===== src/rtl/tms_pkg.sv =====
// Shared types and codes for the trackball motion to scroll block.
package tms_pkg;

    localparam int CFG_IDX_W  = 1;
    localparam int CFG_DATA_W = 7;

    localparam logic [CFG_IDX_W-1:0] CFG_SCROLL_THR = 1'd0;
    localparam logic [CFG_IDX_W-1:0] CFG_VOLUME_THR = 1'd1;

    localparam logic [6:0] SCROLL_THR_RST = 7'd8;
    localparam logic [6:0] VOLUME_THR_RST = 7'd16;

    localparam logic [1:0] MODE_POINTER = 2'd0;
    localparam logic [1:0] MODE_SCROLL  = 2'd1;
    localparam logic [1:0] MODE_VOLUME  = 2'd2;

    localparam logic [2:0] ACT_NONE        = 3'd0;
    localparam logic [2:0] ACT_WHEEL_DOWN  = 3'd1;
    localparam logic [2:0] ACT_WHEEL_UP    = 3'd2;
    localparam logic [2:0] ACT_VOLUME_DOWN = 3'd3;
    localparam logic [2:0] ACT_VOLUME_UP   = 3'd4;

    typedef struct packed {
        logic [7:0] motion_byte;
        logic [7:0] dx_low;
        logic [7:0] dx_high;
        logic [7:0] dy_low;
        logic [7:0] dy_high;
        logic [1:0] mode;
    } t_tms_req;

    typedef struct packed {
        logic              report_valid;
        logic signed [7:0] report_x;
        logic signed [7:0] report_y;
        logic [2:0]        action;
    } t_tms_res;

endpackage


===== src/rtl/tms_req_if.sv =====
// Request channel carrying one sensor motion burst.
interface tms_req_if import tms_pkg::*; ();
    logic     valid;
    logic     ready;
    t_tms_req data;

    modport source (output valid, output data, input ready);
    modport sink (input valid, input data, output ready);
endinterface


===== src/rtl/tms_res_if.sv =====
// Result channel carrying one pointer report or scroll/volume action.
interface tms_res_if import tms_pkg::*; ();
    logic     valid;
    logic     ready;
    t_tms_res data;

    modport source (output valid, output data, input ready);
    modport sink (input valid, input data, output ready);
endinterface


===== src/rtl/trackball_motion_to_scroll_top.sv =====
// Trackball motion burst to pointer report or scroll/volume step converter.
//
// i_req takes one sensor burst per request (motion byte, X/Y delta bytes,
// mode); o_res gives exactly one result per request, in order. Both channels
// move a request at a clock edge with valid and ready high.
// The cfg port writes scroll_threshold (index 0) and volume_threshold
// (index 1); write only while no request is in flight.
// A request accepted on i_req passes the input register, then the result
// register, before it shows on o_res. One request per cycle while o_res
// does not stall; the saturate and step-counter update are combinational
// logic between the two registers.
// If o_res stalls, the result register holds; the input register still
// takes one more request, then i_req.ready drops until o_res drains.
// Synchronous active-low reset empties both stages, clears the step counter
// and loads thresholds 8 (scroll) and 16 (volume).
module trackball_motion_to_scroll_top import tms_pkg::*; (
    input  logic                  i_clk,
    input  logic                  i_rst_n,
    input  logic                  i_cfg_we,
    input  logic [CFG_IDX_W-1:0]  i_cfg_idx,
    input  logic [CFG_DATA_W-1:0] i_cfg_data,
    tms_req_if.sink               i_req,
    tms_res_if.source             o_res
);

    logic              r_s1_valid;
    t_tms_req          r_s1;
    logic              r_out_valid;
    t_tms_res          r_out;
    logic signed [7:0] r_cnt;
    logic [6:0]        r_scroll_thr;
    logic [6:0]        r_volume_thr;

    logic              s1_adv;
    t_tms_res          n_out;
    logic signed [7:0] n_cnt;
    logic signed [7:0] rx;
    logic signed [7:0] ry;
    logic signed [8:0] cnt_x;
    logic signed [8:0] thr_s;

    function automatic logic signed [7:0] clamp16(input logic [7:0] hi, input logic [7:0] lo);
        logic signed [15:0] v;
        v = signed'({hi, lo});
        if (v > 16'sd127) begin
            return 8'sd127;
        end else if (v < -16'sd127) begin
            return -8'sd127;
        end
        return v[7:0];
    endfunction

    assign s1_adv      = !r_out_valid || o_res.ready;
    assign i_req.ready = !r_s1_valid || s1_adv;
    assign o_res.valid = r_out_valid;
    assign o_res.data  = r_out;

    always_comb begin
        n_out = '0;
        n_cnt = r_cnt;
        rx    = clamp16(r_s1.dy_high, r_s1.dy_low);
        ry    = clamp16(r_s1.dx_high, r_s1.dx_low);
        cnt_x = 9'(r_cnt);
        thr_s = signed'({2'b00, (r_s1.mode == MODE_SCROLL) ? r_scroll_thr : r_volume_thr});
        if (r_s1.motion_byte[7]) begin
            if (r_s1.mode == MODE_SCROLL || r_s1.mode == MODE_VOLUME) begin
                if (ry < 8'sd0 && r_cnt != -8'sd128) begin
                    cnt_x = cnt_x - 9'sd1;
                end
                if (ry > 8'sd0 && r_cnt != 8'sd127) begin
                    cnt_x = cnt_x + 9'sd1;
                end
                priority if (cnt_x > thr_s) begin
                    n_out.action = (r_s1.mode == MODE_SCROLL) ? ACT_WHEEL_DOWN : ACT_VOLUME_DOWN;
                    cnt_x        = '0;
                end else if (cnt_x < -thr_s) begin
                    n_out.action = (r_s1.mode == MODE_SCROLL) ? ACT_WHEEL_UP : ACT_VOLUME_UP;
                    cnt_x        = '0;
                end else begin
                    n_out.action = ACT_NONE;
                end
                n_cnt = cnt_x[7:0];
            end else begin
                n_out.report_valid = 1'b1;
                n_out.report_x     = rx;
                n_out.report_y     = ry;
            end
        end
    end

    always_ff @(posedge i_clk) begin
        if (!i_rst_n) begin
            r_s1_valid   <= 1'b0;
            r_out_valid  <= 1'b0;
            r_cnt        <= '0;
            r_scroll_thr <= SCROLL_THR_RST;
            r_volume_thr <= VOLUME_THR_RST;
        end else begin
            if (i_req.ready) begin
                r_s1_valid <= i_req.valid;
            end
            if (s1_adv) begin
                r_out_valid <= r_s1_valid;
                if (r_s1_valid) begin
                    r_cnt <= n_cnt;
                end
            end
            if (i_cfg_we) begin
                unique case (i_cfg_idx)
                    CFG_SCROLL_THR: r_scroll_thr <= i_cfg_data;
                    CFG_VOLUME_THR: r_volume_thr <= i_cfg_data;
                endcase
            end
        end
    end

    always_ff @(posedge i_clk) begin
        if (i_req.ready && i_req.valid) begin
            r_s1 <= i_req.data;
        end
        if (s1_adv && r_s1_valid) begin
            r_out <= n_out;
        end
    end

endmodule


===== src/flat_wrapper.sv =====
// flat-port wrapper written by rule: the top's interface ports become plain ports
module trackball_motion_to_scroll_top_flat import tms_pkg::*;
  (i_clk, i_rst_n, i_cfg_we, i_cfg_idx, i_cfg_data, i_req_valid, i_req_data, i_req_ready, o_res_valid, o_res_data, o_res_ready);
  tms_req_if i_req_i ();
  tms_res_if o_res_i ();
  input  logic i_clk;
  input  logic i_rst_n;
  input  logic i_cfg_we;
  input  logic [CFG_IDX_W-1:0] i_cfg_idx;
  input  logic [CFG_DATA_W-1:0] i_cfg_data;
  input wire logic [$bits(i_req_i.valid)-1:0] i_req_valid;
  input wire logic [$bits(i_req_i.data)-1:0] i_req_data;
  output wire logic [$bits(i_req_i.ready)-1:0] i_req_ready;
  output wire logic [$bits(o_res_i.valid)-1:0] o_res_valid;
  output wire logic [$bits(o_res_i.data)-1:0] o_res_data;
  input wire logic [$bits(o_res_i.ready)-1:0] o_res_ready;
  assign i_req_i.valid = i_req_valid;
  assign i_req_i.data = i_req_data;
  assign i_req_ready = i_req_i.ready;
  assign o_res_valid = o_res_i.valid;
  assign o_res_data = o_res_i.data;
  assign o_res_i.ready = o_res_ready;
  trackball_motion_to_scroll_top u_core (.i_clk(i_clk), .i_rst_n(i_rst_n), .i_cfg_we(i_cfg_we), .i_cfg_idx(i_cfg_idx), .i_cfg_data(i_cfg_data), .i_req(i_req_i), .o_res(o_res_i));
endmodule

===== config.mk =====
export PLATFORM = sky130hd
export DESIGN_NAME = trackball_motion_to_scroll_top_flat
export DESIGN_NICKNAME = d
export VERILOG_FILES = /design/src/rtl/tms_pkg.sv /design/src/rtl/tms_req_if.sv /design/src/rtl/tms_res_if.sv /design/src/rtl/trackball_motion_to_scroll_top.sv /design/src/flat_wrapper.sv
export SDC_FILE = /design/constraint.sdc
export NUM_CORES = 1
export LEC_CHECK = 0
export BUFFER_PORTS_ARGS = -buffer_cell sky130_fd_sc_hd__buf_2
export CORE_AREA = 2 2 80 112
export DETAILED_ROUTE_END_ITERATION = 8
export DIE_AREA = 0 0 82 114
export PLACE_DENSITY = 0.77
export SETUP_SLACK_MARGIN = 0.5
export SYNTH_ARGS = -nofsm -noshare
export SYNTH_HDL_FRONTEND = slang
export SYNTH_SLANG_ARGS = --single-unit

===== constraint.sdc =====
create_clock -name i_clk -period 3.67 [get_ports i_clk]
set_input_delay 0.367 -clock i_clk [delete_from_list [all_inputs] [get_ports i_clk]]
set_output_delay 0.367 -clock i_clk [all_outputs]
set_load 0.03 [all_outputs]

Word level (Yosys, flattened, before mapping)
Cells that the tools add are included.
{"block": "totals", "word_cells": 70, "reg_bits": 86, "input_bits": 55}
{"block": "classes", "mux": 24, "n_reduce_logical": 14, "bitwise": 2, "n_eq_ne": 4, "addsub": 3, "magnitude_cmp": 8}
{"cell": "two-way mux 8 bit", "n": 8}
{"cell": "two-way mux 9 bit", "n": 6}
{"cell": "greater-than comparator 16 x 8 -> 1 bit (second input constant)", "n": 2}
{"cell": "< comparator 16 x 8 -> 1 bit (second input constant)", "n": 2}
{"cell": "two-way mux 17 bit", "n": 1}
{"cell": "inequality test 8 bit (second input constant)", "n": 2}
{"cell": "adder 9 x 2 -> 9 bit (second input constant)", "n": 1}
{"cell": "greater-than comparator 9 x 8 -> 1 bit", "n": 1}
{"cell": "< comparator 9 bit", "n": 1}
{"cell": "two-way mux 3 bit", "n": 3}
{"cell": "negator 7 -> 9 bit", "n": 1}
{"cell": "subtractor 8 x 2 -> 9 bit (second input constant)", "n": 1}
{"cell": "greater-than comparator 8 x 1 -> 1 bit (second input constant)", "n": 1}
{"cell": "< comparator 8 x 1 -> 1 bit (second input constant)", "n": 1}
{"cell": "two-way mux 7 bit", "n": 1}
{"cell": "AND reduction 2 bit", "n": 3}
{"cell": "logical AND 1 bit", "n": 4}
{"cell": "two-way mux 1 bit", "n": 4}
{"cell": "AND reduction 4 bit", "n": 1}
{"cell": "logical OR 1 bit", "n": 3}
{"cell": "equality test 2 x 1 -> 1 bit (second input constant)", "n": 1}
{"cell": "equality test 2 bit (second input constant)", "n": 1}
{"cell": "zero test 1 bit", "n": 2}
{"cell": "two-way mux 2 bit", "n": 1}
{"cell": "other kinds (2)", "n": 3}

Longest topological paths before layout
Gate-level depths: netlist of the first run.
{"block": "logic_depth", "ltp_word": 16, "ltp_mapped": 18, "ltp_nobuf": 18}

Worst setup path after synthesis of the first run
Ideal clock, no wire load.
{"block": "synth_timing", "kind": "register to register", "startpoint": "reg u_core.r_cnt[0]", "endpoint": "reg u_core.r_out (netlist bit u_core.o_res.data[1]) (data pin)", "setup_slack_ns": -0.211, "arrival_time_ns": 3.621, "t_required_ns": 3.410, "path_stages_with_launch": 17, "synth_period_minus_slack_ns": 3.881, "n_path_buf": 0, "path_cell_list": "dfxtp_1 > inv_1 > ha_1 > and4bb_2 > a21oi_1 > xnor2_1 > ha_1 > nand3_2 > nor2_1 > xnor2_1 > ha_1 > a211o_1 > o21ai_0 > nor2_1 > mux2i_1 > a31oi_4 > mux2_4"}
{"block": "synth_via", "elab_chain_len": 12}
{"item": "from (decl)", "line": "trackball_motion_to_scroll_top.sv:30", "rtl": "logic signed [7:0] r_cnt;"}
{"item": "from (signal assigned)", "line": "trackball_motion_to_scroll_top.sv:105", "rtl": "r_cnt <= n_cnt;"}
{"item": "branches (longest 6 deep; another with subtractor 8 x 2 -> 9 bit)"}
{"item": "two-way mux 9 bit (*)", "line": "trackball_motion_to_scroll_top.sv:70", "rtl": "if (ry > 8'sd0 && r_cnt != 8'sd127) begin"}
{"item": "two-way mux 9 bit (*)", "line": "trackball_motion_to_scroll_top.sv:66", "rtl": "if (r_s1.mode == MODE_SCROLL || r_s1.mode == MODE_VOLUME) begin"}
{"item": "two-way mux 9 bit (*)", "line": "trackball_motion_to_scroll_top.sv:65", "rtl": "if (r_s1.motion_byte[7]) begin"}
{"item": "< comparator 9 bit", "line": "trackball_motion_to_scroll_top.sv:76", "rtl": "end else if (cnt_x < -thr_s) begin"}
{"item": "two-way mux 3 bit", "line": "trackball_motion_to_scroll_top.sv:76"}
{"item": "two-way mux 3 bit (*)", "line": "trackball_motion_to_scroll_top.sv:73", "rtl": "priority if (cnt_x > thr_s) begin"}
{"item": "to (signal assigned)", "line": "trackball_motion_to_scroll_top.sv:122", "rtl": "r_out <= n_out;"}
{"item": "to (decl)", "line": "trackball_motion_to_scroll_top.sv:29", "rtl": "t_tms_res r_out;"}
Every way passes the cells marked *. The select of a mux whose other input is x is not followed.
A chain may end at the register's enable or synchronous reset.

Worst setup path after layout of the first run
{"block": "layout_timing", "startpoint": "reg u_core.r_s1[19] (netlist bit)", "endpoint": "reg u_core.r_out (netlist bit u_core.o_res.data[1]) (data pin)"}
{"block": "layout_via", "elab_chain_len": 16}
{"item": "from (decl)", "line": "trackball_motion_to_scroll_top.sv:27", "rtl": "t_tms_req r_s1;"}
{"item": "from (signal assigned)", "line": "trackball_motion_to_scroll_top.sv:119", "rtl": "r_s1 <= i_req.data;"}
{"item": "< comparator 16 x 8 -> 1 bit", "line": "trackball_motion_to_scroll_top.sv:47", "rtl": "end else if (v < -16'sd127) begin"}
{"item": "two-way mux 1 bit", "line": "trackball_motion_to_scroll_top.sv:47"}
{"item": "two-way mux 1 bit", "line": "trackball_motion_to_scroll_top.sv:45", "rtl": "if (v > 16'sd127) begin"}
{"item": "two-way mux 8 bit (*)", "line": "trackball_motion_to_scroll_top.sv:50", "rtl": "return v[7:0];"}
{"item": "< comparator 8 x 1 -> 1 bit", "line": "trackball_motion_to_scroll_top.sv:67", "rtl": "if (ry < 8'sd0 && r_cnt != -8'sd128) begin"}
{"item": "logical AND 1 bit", "line": "trackball_motion_to_scroll_top.sv:67"}
{"item": "two-way mux 9 bit", "line": "trackball_motion_to_scroll_top.sv:67"}
{"item": "two-way mux 9 bit", "line": "trackball_motion_to_scroll_top.sv:66"}
{"item": "two-way mux 9 bit", "line": "trackball_motion_to_scroll_top.sv:65"}
{"item": "adder 9 x 2 -> 9 bit", "line": "trackball_motion_to_scroll_top.sv:71", "rtl": "cnt_x = cnt_x + 9'sd1;"}
{"item": "two-way mux 9 bit (*)", "line": "trackball_motion_to_scroll_top.sv:70"}
{"item": "two-way mux 9 bit (*)", "line": "trackball_motion_to_scroll_top.sv:66"}
{"item": "two-way mux 9 bit (*)", "line": "trackball_motion_to_scroll_top.sv:65"}
{"item": "< comparator 9 bit", "line": "trackball_motion_to_scroll_top.sv:76"}
{"item": "two-way mux 3 bit", "line": "trackball_motion_to_scroll_top.sv:76"}
{"item": "two-way mux 3 bit (*)", "line": "trackball_motion_to_scroll_top.sv:73"}
Every way passes the cells marked *; elsewhere a longest branch is shown, timed or not. The select of a mux whose other input is x is not followed.

==> impl_metrics.py, run 1 <==
metrics = {
    "status": {
        "status": "finished with violations",
        "violations": "negative setup slack",
    },
    "worst_setup_path": {
        "r2r_setup_slack_ns": -0.14,
        "timing.rr.start": "u_core.r_s1[19]",
        "worst-endpoint-required_ns": 3.76,
        "end_kind": "register",
        "r2r_end": "u_core.o_res.data[1]",
        "crit_path_start_kind": "register",
        "cp_max_fo": 3,
        "reg2regPathDepth": 12,
        "cp.arrival_ns": 3.90,
        "worstSetupPathType": "register to register",
    },
    "die": {
        "ios": 77,
        "dieArea_mm2": 0.00935,
        "start_util": 0.486,
        "die_width_um": 82,
        "die-height_um": 114,
        "core_mm2": 0.00841,
        "rows": 40,
    },
    "hold_path": {
        "min-delay-path-class": "input pin to register",
        "hold_start": "i_req_data[10]",
        "min_to": "u_core.r_s1[10]",
        "worstHoldPathCells": 1,
    },
    "detailed_routing": {
        "num_vias": 3304,
        "wl_per_cell_um": 16.3,
        "ant_nets": 0,
        "viasPerCell": 5.55,
        "dr.pass1.iters": 5,
        "detail_route.iter0.violations": 240,
        "finalWirelength_um": 9680,
        "drc": 0,
    },
    "place": {
        "dpl.hpwl_um": 6770,
        "dpl_cell_area_mm2": 0.00485,
        "pre_cts_slack_ns": -0.106,
        "gp_congestion": 0.897,
        "port_buffers": 69,
    },
    "global_routing": {
        "grt_max_degree": 36,
        "antenna_found_initial": 0,
        "grt_pass1_vias": 3323,
        "globalRouteOverflowTotal": 0,
        "grt_util_all_layers": 0.216,
        "grt_pass1_wl_um": 15300,
    },
    "synth": {
        "synth.ff_latch_count": 79,
        "synth_top_area_share": 0.404,
        "yosys-top-cells-count": "edfxtp_1, nor2_1, nand2_1, dfxtp_1, ha_1",
        "synth_edf_count": 55,
        "syn_nets": 446,
        "syn_area_mm2": 0.00409,
        "yosysTopAreaCell": "edfxtp_1",
        "synth-async-reset-ratio": 0,
        "ys_seq_area_frac": 0.522,
        "synth.most_common_cell": "edfxtp_1",
        "syn_inst": 372,
        "netlist_top_cells_area": "edfxtp_1, dfxtp_1, ha_1",
        "syn_avg_cell_area_um2": 11.0,
        "synth_ff_type": "edfxtp_1",
        "synth_cell_types": 60,
        "synth_warnings": 0,
    },
    "timing": {
        "holdWs_ns": 0.198,
        "finClkSkew_ns": 0.0120,
        "final.min_clock_period_ns": 3.81,
        "fmax_ghz": 0.262,
        "tightest_slew_ns": 0.883,
        "setup_slack_ns": -0.144,
        "final_max_slew_viol_count": 0,
        "rsz0062_at_grt": "yes",
        "setup_viol": 8,
        "max-slew-margin-rel": 0.411,
        "fin_crit_sh": 1.04,
        "hold_viol": 0,
    },
    "final_layout": {
        "diodes": 0,
        "syn2layout_area_growth_pct": 33.2,
        "drive_above_1_share": 0.388,
        "final_nets": 559,
        "fin_area_mm2": 0.00544,
    },
    "clocking": {
        "htreeDepth": 3,
        "cts_tree": "yes",
        "cts-root-buf": "clkbuf_16",
        "clk_latency_ns": 0.34,
        "cts_buffer_depth": 2,
        "cts.sinks": 79,
        "cts_made_buffers": 9,
        "clk_pin_slew_worst_paths_ns": 0.06,
    },
    "run": {
        "max_cap_viol_count": 0,
    },
    "power_and_ir_drop": {
        "p_leak_nw": 2.19,
        "power_density_mw_per_mm2": 465,
        "ir_worst_vdd_mv": 0.456,
        "power.total_w": 0.00253,
    },
}
[layer usage]
metal	global-route usage	wire length, um	vias to the layer above
li1	-	-	1599
met4	0.0978	256	0
met2	0.379	5340	89
met1	0.242	3660	1594
met5	0	0	-
met3	0.0530	430	22
[flip-flops by register name, indices dropped and copies added, names as in the netlist]
name	cells
u_core.r_volume_thr	7
u_core.o_res.data	20
u_core.r_cnt	8
u_core.r_s1	35
u_core.o_res.valid	1
u_core.r_scroll_thr	7
u_core.r_s1_valid	1
[what timing repair did]
item / 4_1_cts / 5_1_grt
hold buffers: 0 / 0
pin swaps: 2 / 16
gates cloned: 0 / 0
setup buffers: 2 / 6
gates resized for setup: 14 / 23
endpoints found under the setup margin: 11 / 11
[how the worst max path moves through the flow]
stage / endpoint / startpoint / depth (start not counted) / slack [ns]
floorplan: u_core.o_res.data[1] / u_core.r_s1[19] / 12 / 0.09
global placement: u_core.o_res.data[1] / u_core.r_cnt[1] / 17 / -0.07
detailed placement: u_core.o_res.data[1] / u_core.r_cnt[1] / 17 / -0.11
CTS: u_core.o_res.data[1] / u_core.r_s1[19] / 13 / -0.09
global route: u_core.o_res.data[1] / u_core.r_cnt[1] / 18 / -0.23
finish: u_core.o_res.data[1] / u_core.r_s1[19] / 12 / -0.14
[report_power, final]
part,total [W],internal [W],switching [W]
logic,0.000478,0.000207,0.000271
clock network,0.00103,0.000669,0.000360
registers,0.00103,0.00101,0.0000217
[worst max-delay path, cell delays in order (launching register included)]
cell and delay, ns:
edfxtp_1 0.38, or4_4 0.55, or4_4 0.58, and2_4 0.19
mux2_4 0.34, ha_4 0.28, nand2_2 0.05, o32a_1 0.33
o21ai_4 0.10, nor2_1 0.07, mux2i_1 0.23, a31oi_4 0.15
mux2_4 0.31
[per-stage QoR]
stage,setup TNS [ns],instances,util
final,-0.558,595,0.647
after global routing,-1.58,595,0.647
after CTS,-0.479,589,0.625
after detailed placement,-0.417,571,0.577
after global placement,-0.153,571,0.577
after floorplan,0,372,-
[cell type report]
class                      count  area (um^2)
inverter                      13         48.8
clock buffer                  10          229
timing repair buffer         114          687
multi-input combinational    268         2100
tap                          105          131
sequential                    79         2130
clock inverter                 6          115
fill                         626         2960
[cell usage in the layout, fill, tap and decap left out, types with 3 or more instances in the layout]
| master | count |
|---|---|
| clkbuf_16 | 9 |
| and2_1 | 3 |
| buf_2 | 69 |
| mux2_2 | 5 |
| nor3_1 | 7 |
| o21ai_0 | 4 |
| edfxtp_1 | 55 |
| nor2b_1 | 11 |
| o31ai_1 | 5 |
| o31ai_2 | 3 |
| a21oi_2 | 4 |
| a21oi_1 | 7 |
| nor2_1 | 37 |
| ha_4 | 3 |
| buf_4 | 44 |
| mux2i_1 | 14 |
| inv_1 | 12 |
| ha_1 | 14 |
| bufinv_16 | 3 |
| nand3_1 | 16 |
| xnor2_1 | 7 |
| nor4_1 | 4 |
| nand2b_1 | 3 |
| a21boi_0 | 8 |
| or4_1 | 5 |
| nand2_1 | 34 |
| dfxtp_1 | 22 |
| nand4_1 | 4 |
[kinds of logic after synthesis]
group,synth area share
buffers and inverters,0.0239
and+or+nand+nor,0.209
adders and majority gates,0.0582
xor gates and xnor gates,0.0257
DFF,0.522
muxes,0.0545
AOI/OAI and AO/OA,0.107
Power figures use the tool's default switching activity.
==> run 2: changes to the inputs <==
- CORE_AREA: 2 2 80 112 -> 2 2 76 107
- DIE_AREA: 0 0 82 114 -> 0 0 78 109
- PLACE_DENSITY: 0.77 -> 0.8
- SKIP_LAST_GASP: not set -> 1
- clock period: 3.67 -> 3.7 ns (I/O delays scaled with it)
==> impl_metrics.py, run 2 (synthesis results as in run 1) <==
metrics = {
    "status": {
        "status": "finished with violations",
        "violations": "negative setup slack",
    },
    "worst_setup_path": {
        "endpoint": "u_core.o_res.data[1]",
        "end_kind": "register",
        "r2r_setup_slack_ns": -0.12,
        "crit_path_start_kind": "register",
        "cp_max_fo": 4,
        "cp.arrival_ns": 3.95,
        "timing.rr.start": "u_core.r_s1[33]",
        "worstSetupPathType": "register to register",
        "startpoint": "u_core.r_s1[33]",
        "reg2regPathDepth": 13,
        "worst-endpoint-required_ns": 3.82,
        "r2r_end": "u_core.o_res.data[1]",
    },
    "final_layout": {
        "syn2layout_area_growth_pct": 29.8,
        "largest-register": "u_core.r_s1",
        "final_nets": 557,
        "fin_area_mm2": 0.00531,
        "drive_above_1_share": 0.379,
        "fill_cells": 522,
        "mostFrequentLayoutCell": "buf_2",
        "final_cell_mix": "buf_2, edfxtp_1, buf_4",
        "diodes": 0,
        "largest_register_ffs": 35,
    },
    "detailed_routing": {
        "viasPerCell": 5.78,
        "dr.pass1.iters": 4,
        "ant_nets": 0,
        "num_vias": 3397,
        "drc": 0,
        "finalWirelength_um": 10100,
        "wl_per_cell_um": 17.1,
        "detail_route.iter0.violations": 152,
    },
    "die": {
        "ios": 77,
        "rows": 38,
        "dieArea_mm2": 0.00850,
        "core_mm2": 0.00761,
        "die_width_um": 78,
        "die-height_um": 109,
        "start_util": 0.537,
    },
    "timing": {
        "setup_viol": 7,
        "fmax_ghz": 0.262,
        "hold_viol": 0,
        "finClkSkew_ns": 0.00928,
        "fin_crit_sh": 1.03,
        "tightest_slew_ns": 0.964,
        "max-slew-margin-rel": 0.357,
        "final_max_slew_viol_count": 0,
        "setup_slack_ns": -0.123,
        "final.min_clock_period_ns": 3.82,
        "rsz0062_at_grt": "yes",
    },
    "clocking": {
        "clk_latency_ns": 0.36,
        "clk_pin_slew_worst_paths_ns": 0.08,
        "cts_buffer_depth": 2,
        "cts-root-buf": "clkbuf_8",
        "cts.sinks": 79,
        "cts_made_buffers": 9,
        "hold_buffers": 0,
        "cts_tree": "yes",
        "htreeDepth": 3,
    },
    "place": {
        "gp_congestion": 0.873,
        "dpl_cell_area_mm2": 0.00482,
        "pre_cts_slack_ns": -0.112,
        "dpl.hpwl_um": 6920,
        "port_buffers": 69,
    },
    "global_routing": {
        "use_met1": 0.251,
        "antenna_found_initial": 0,
        "grt_util_all_layers": 0.235,
        "grtUsageMet2": 0.416,
        "use_met3": 0.0563,
        "top_usage_layer": "met2",
        "globalRouteOverflowTotal": 0,
        "grt_max_degree": 25,
        "grt_pass1_vias": 3447,
        "grt_pass1_wl_um": 15300,
    },
    "power_and_ir_drop": {
        "power.total_w": 0.00215,
        "p_leak_nw": 2.13,
        "power_density_mw_per_mm2": 406,
        "ir_worst_vdd_mv": 0.343,
    },
    "run": {
        "max_cap_viol_count": 0,
    },
    "hold_path": {
        "min-delay-path-class": "input pin to register",
    },
}
==> run 2: how the worst min path moves through the flow <==
stage / from / endpoint / slack, ns / depth (start not counted)
6_report: i_req_data[17] / u_core.r_s1[17] / 0.18 / 1
5_1_grt: i_req_data[6] / u_core.r_s1[6] / 0.17 / 1
4_1_cts: i_req_data[8] / u_core.r_s1[8] / 0.17 / 1
3_5_place_dp: u_core.r_volume_thr[5] / u_core.r_volume_thr[5] / 0.47 / 2
3_3_place_gp: u_core.r_volume_thr[4] / u_core.r_volume_thr[4] / 0.45 / 2
2_1_floorplan: u_core.r_volume_thr[4] / u_core.r_volume_thr[4] / 0.44 / 2
==> run 2: layout make-up <==
cell class                 instances  area (um^2)  share of cell area
tap                              100          125              0.0236
inverter                          13         48.8             0.00919
clock inverter                     6         67.6              0.0127
multi-input combinational        268         2120               0.399
clock buffer                      10          128              0.0240
sequential                        79         2140               0.403
timing repair buffer             112          684               0.129
==> run 2: worst max-delay path, stage by stage (launching register included) <==
cell	delay, ns
edfxtp_1	0.40
or4_4	0.56
or4_4	0.57
buf_4	0.16
o2111ai_2	0.12
xor2_1	0.14
ha_1	0.34
nand2_1	0.07
o32a_1	0.36
o21ai_2	0.09
nor2_1	0.06
mux2i_1	0.24
a31oi_4	0.16
mux2_4	0.31
==> run 2: repair_timing <==
item	4_1_cts	5_1_grt
buffers inserted	5	4
hold endpoints to repair	0	0
setup endpoints to repair	11	11
pin swaps	6	15
gates resized for setup	11	30
==> run 2: per-stage QoR <==
step           instances  TNS, ns  hold WS [ns]   util
3_5_place_dp         563   -0.506         0.465  0.634
3_3_place_gp         563  -0.0359         0.451  0.634
2_1_floorplan        372        0         0.437      -
6_report             588   -0.426         0.180  0.698
5_1_grt              588    -1.71         0.171  0.698
4_1_cts              584   -0.269         0.174  0.671
==> run 2: routing by layer <==
layer	share of wire	vias to the layer above
met5	0	-
met4	0.040	0
met3	0.055	32
met2	0.52	133
met1	0.38	1640
li1	-	1592
==> run 2: where the power goes <==
part / total (W) / switching (W) / internal [W]
Sequential: 0.00102 / 0.0000230 / 0.000995
Combinational: 0.000494 / 0.000279 / 0.000215
Clock: 0.000641 / 0.000326 / 0.000315
Total: 0.00215 / 0.000628 / 0.00153
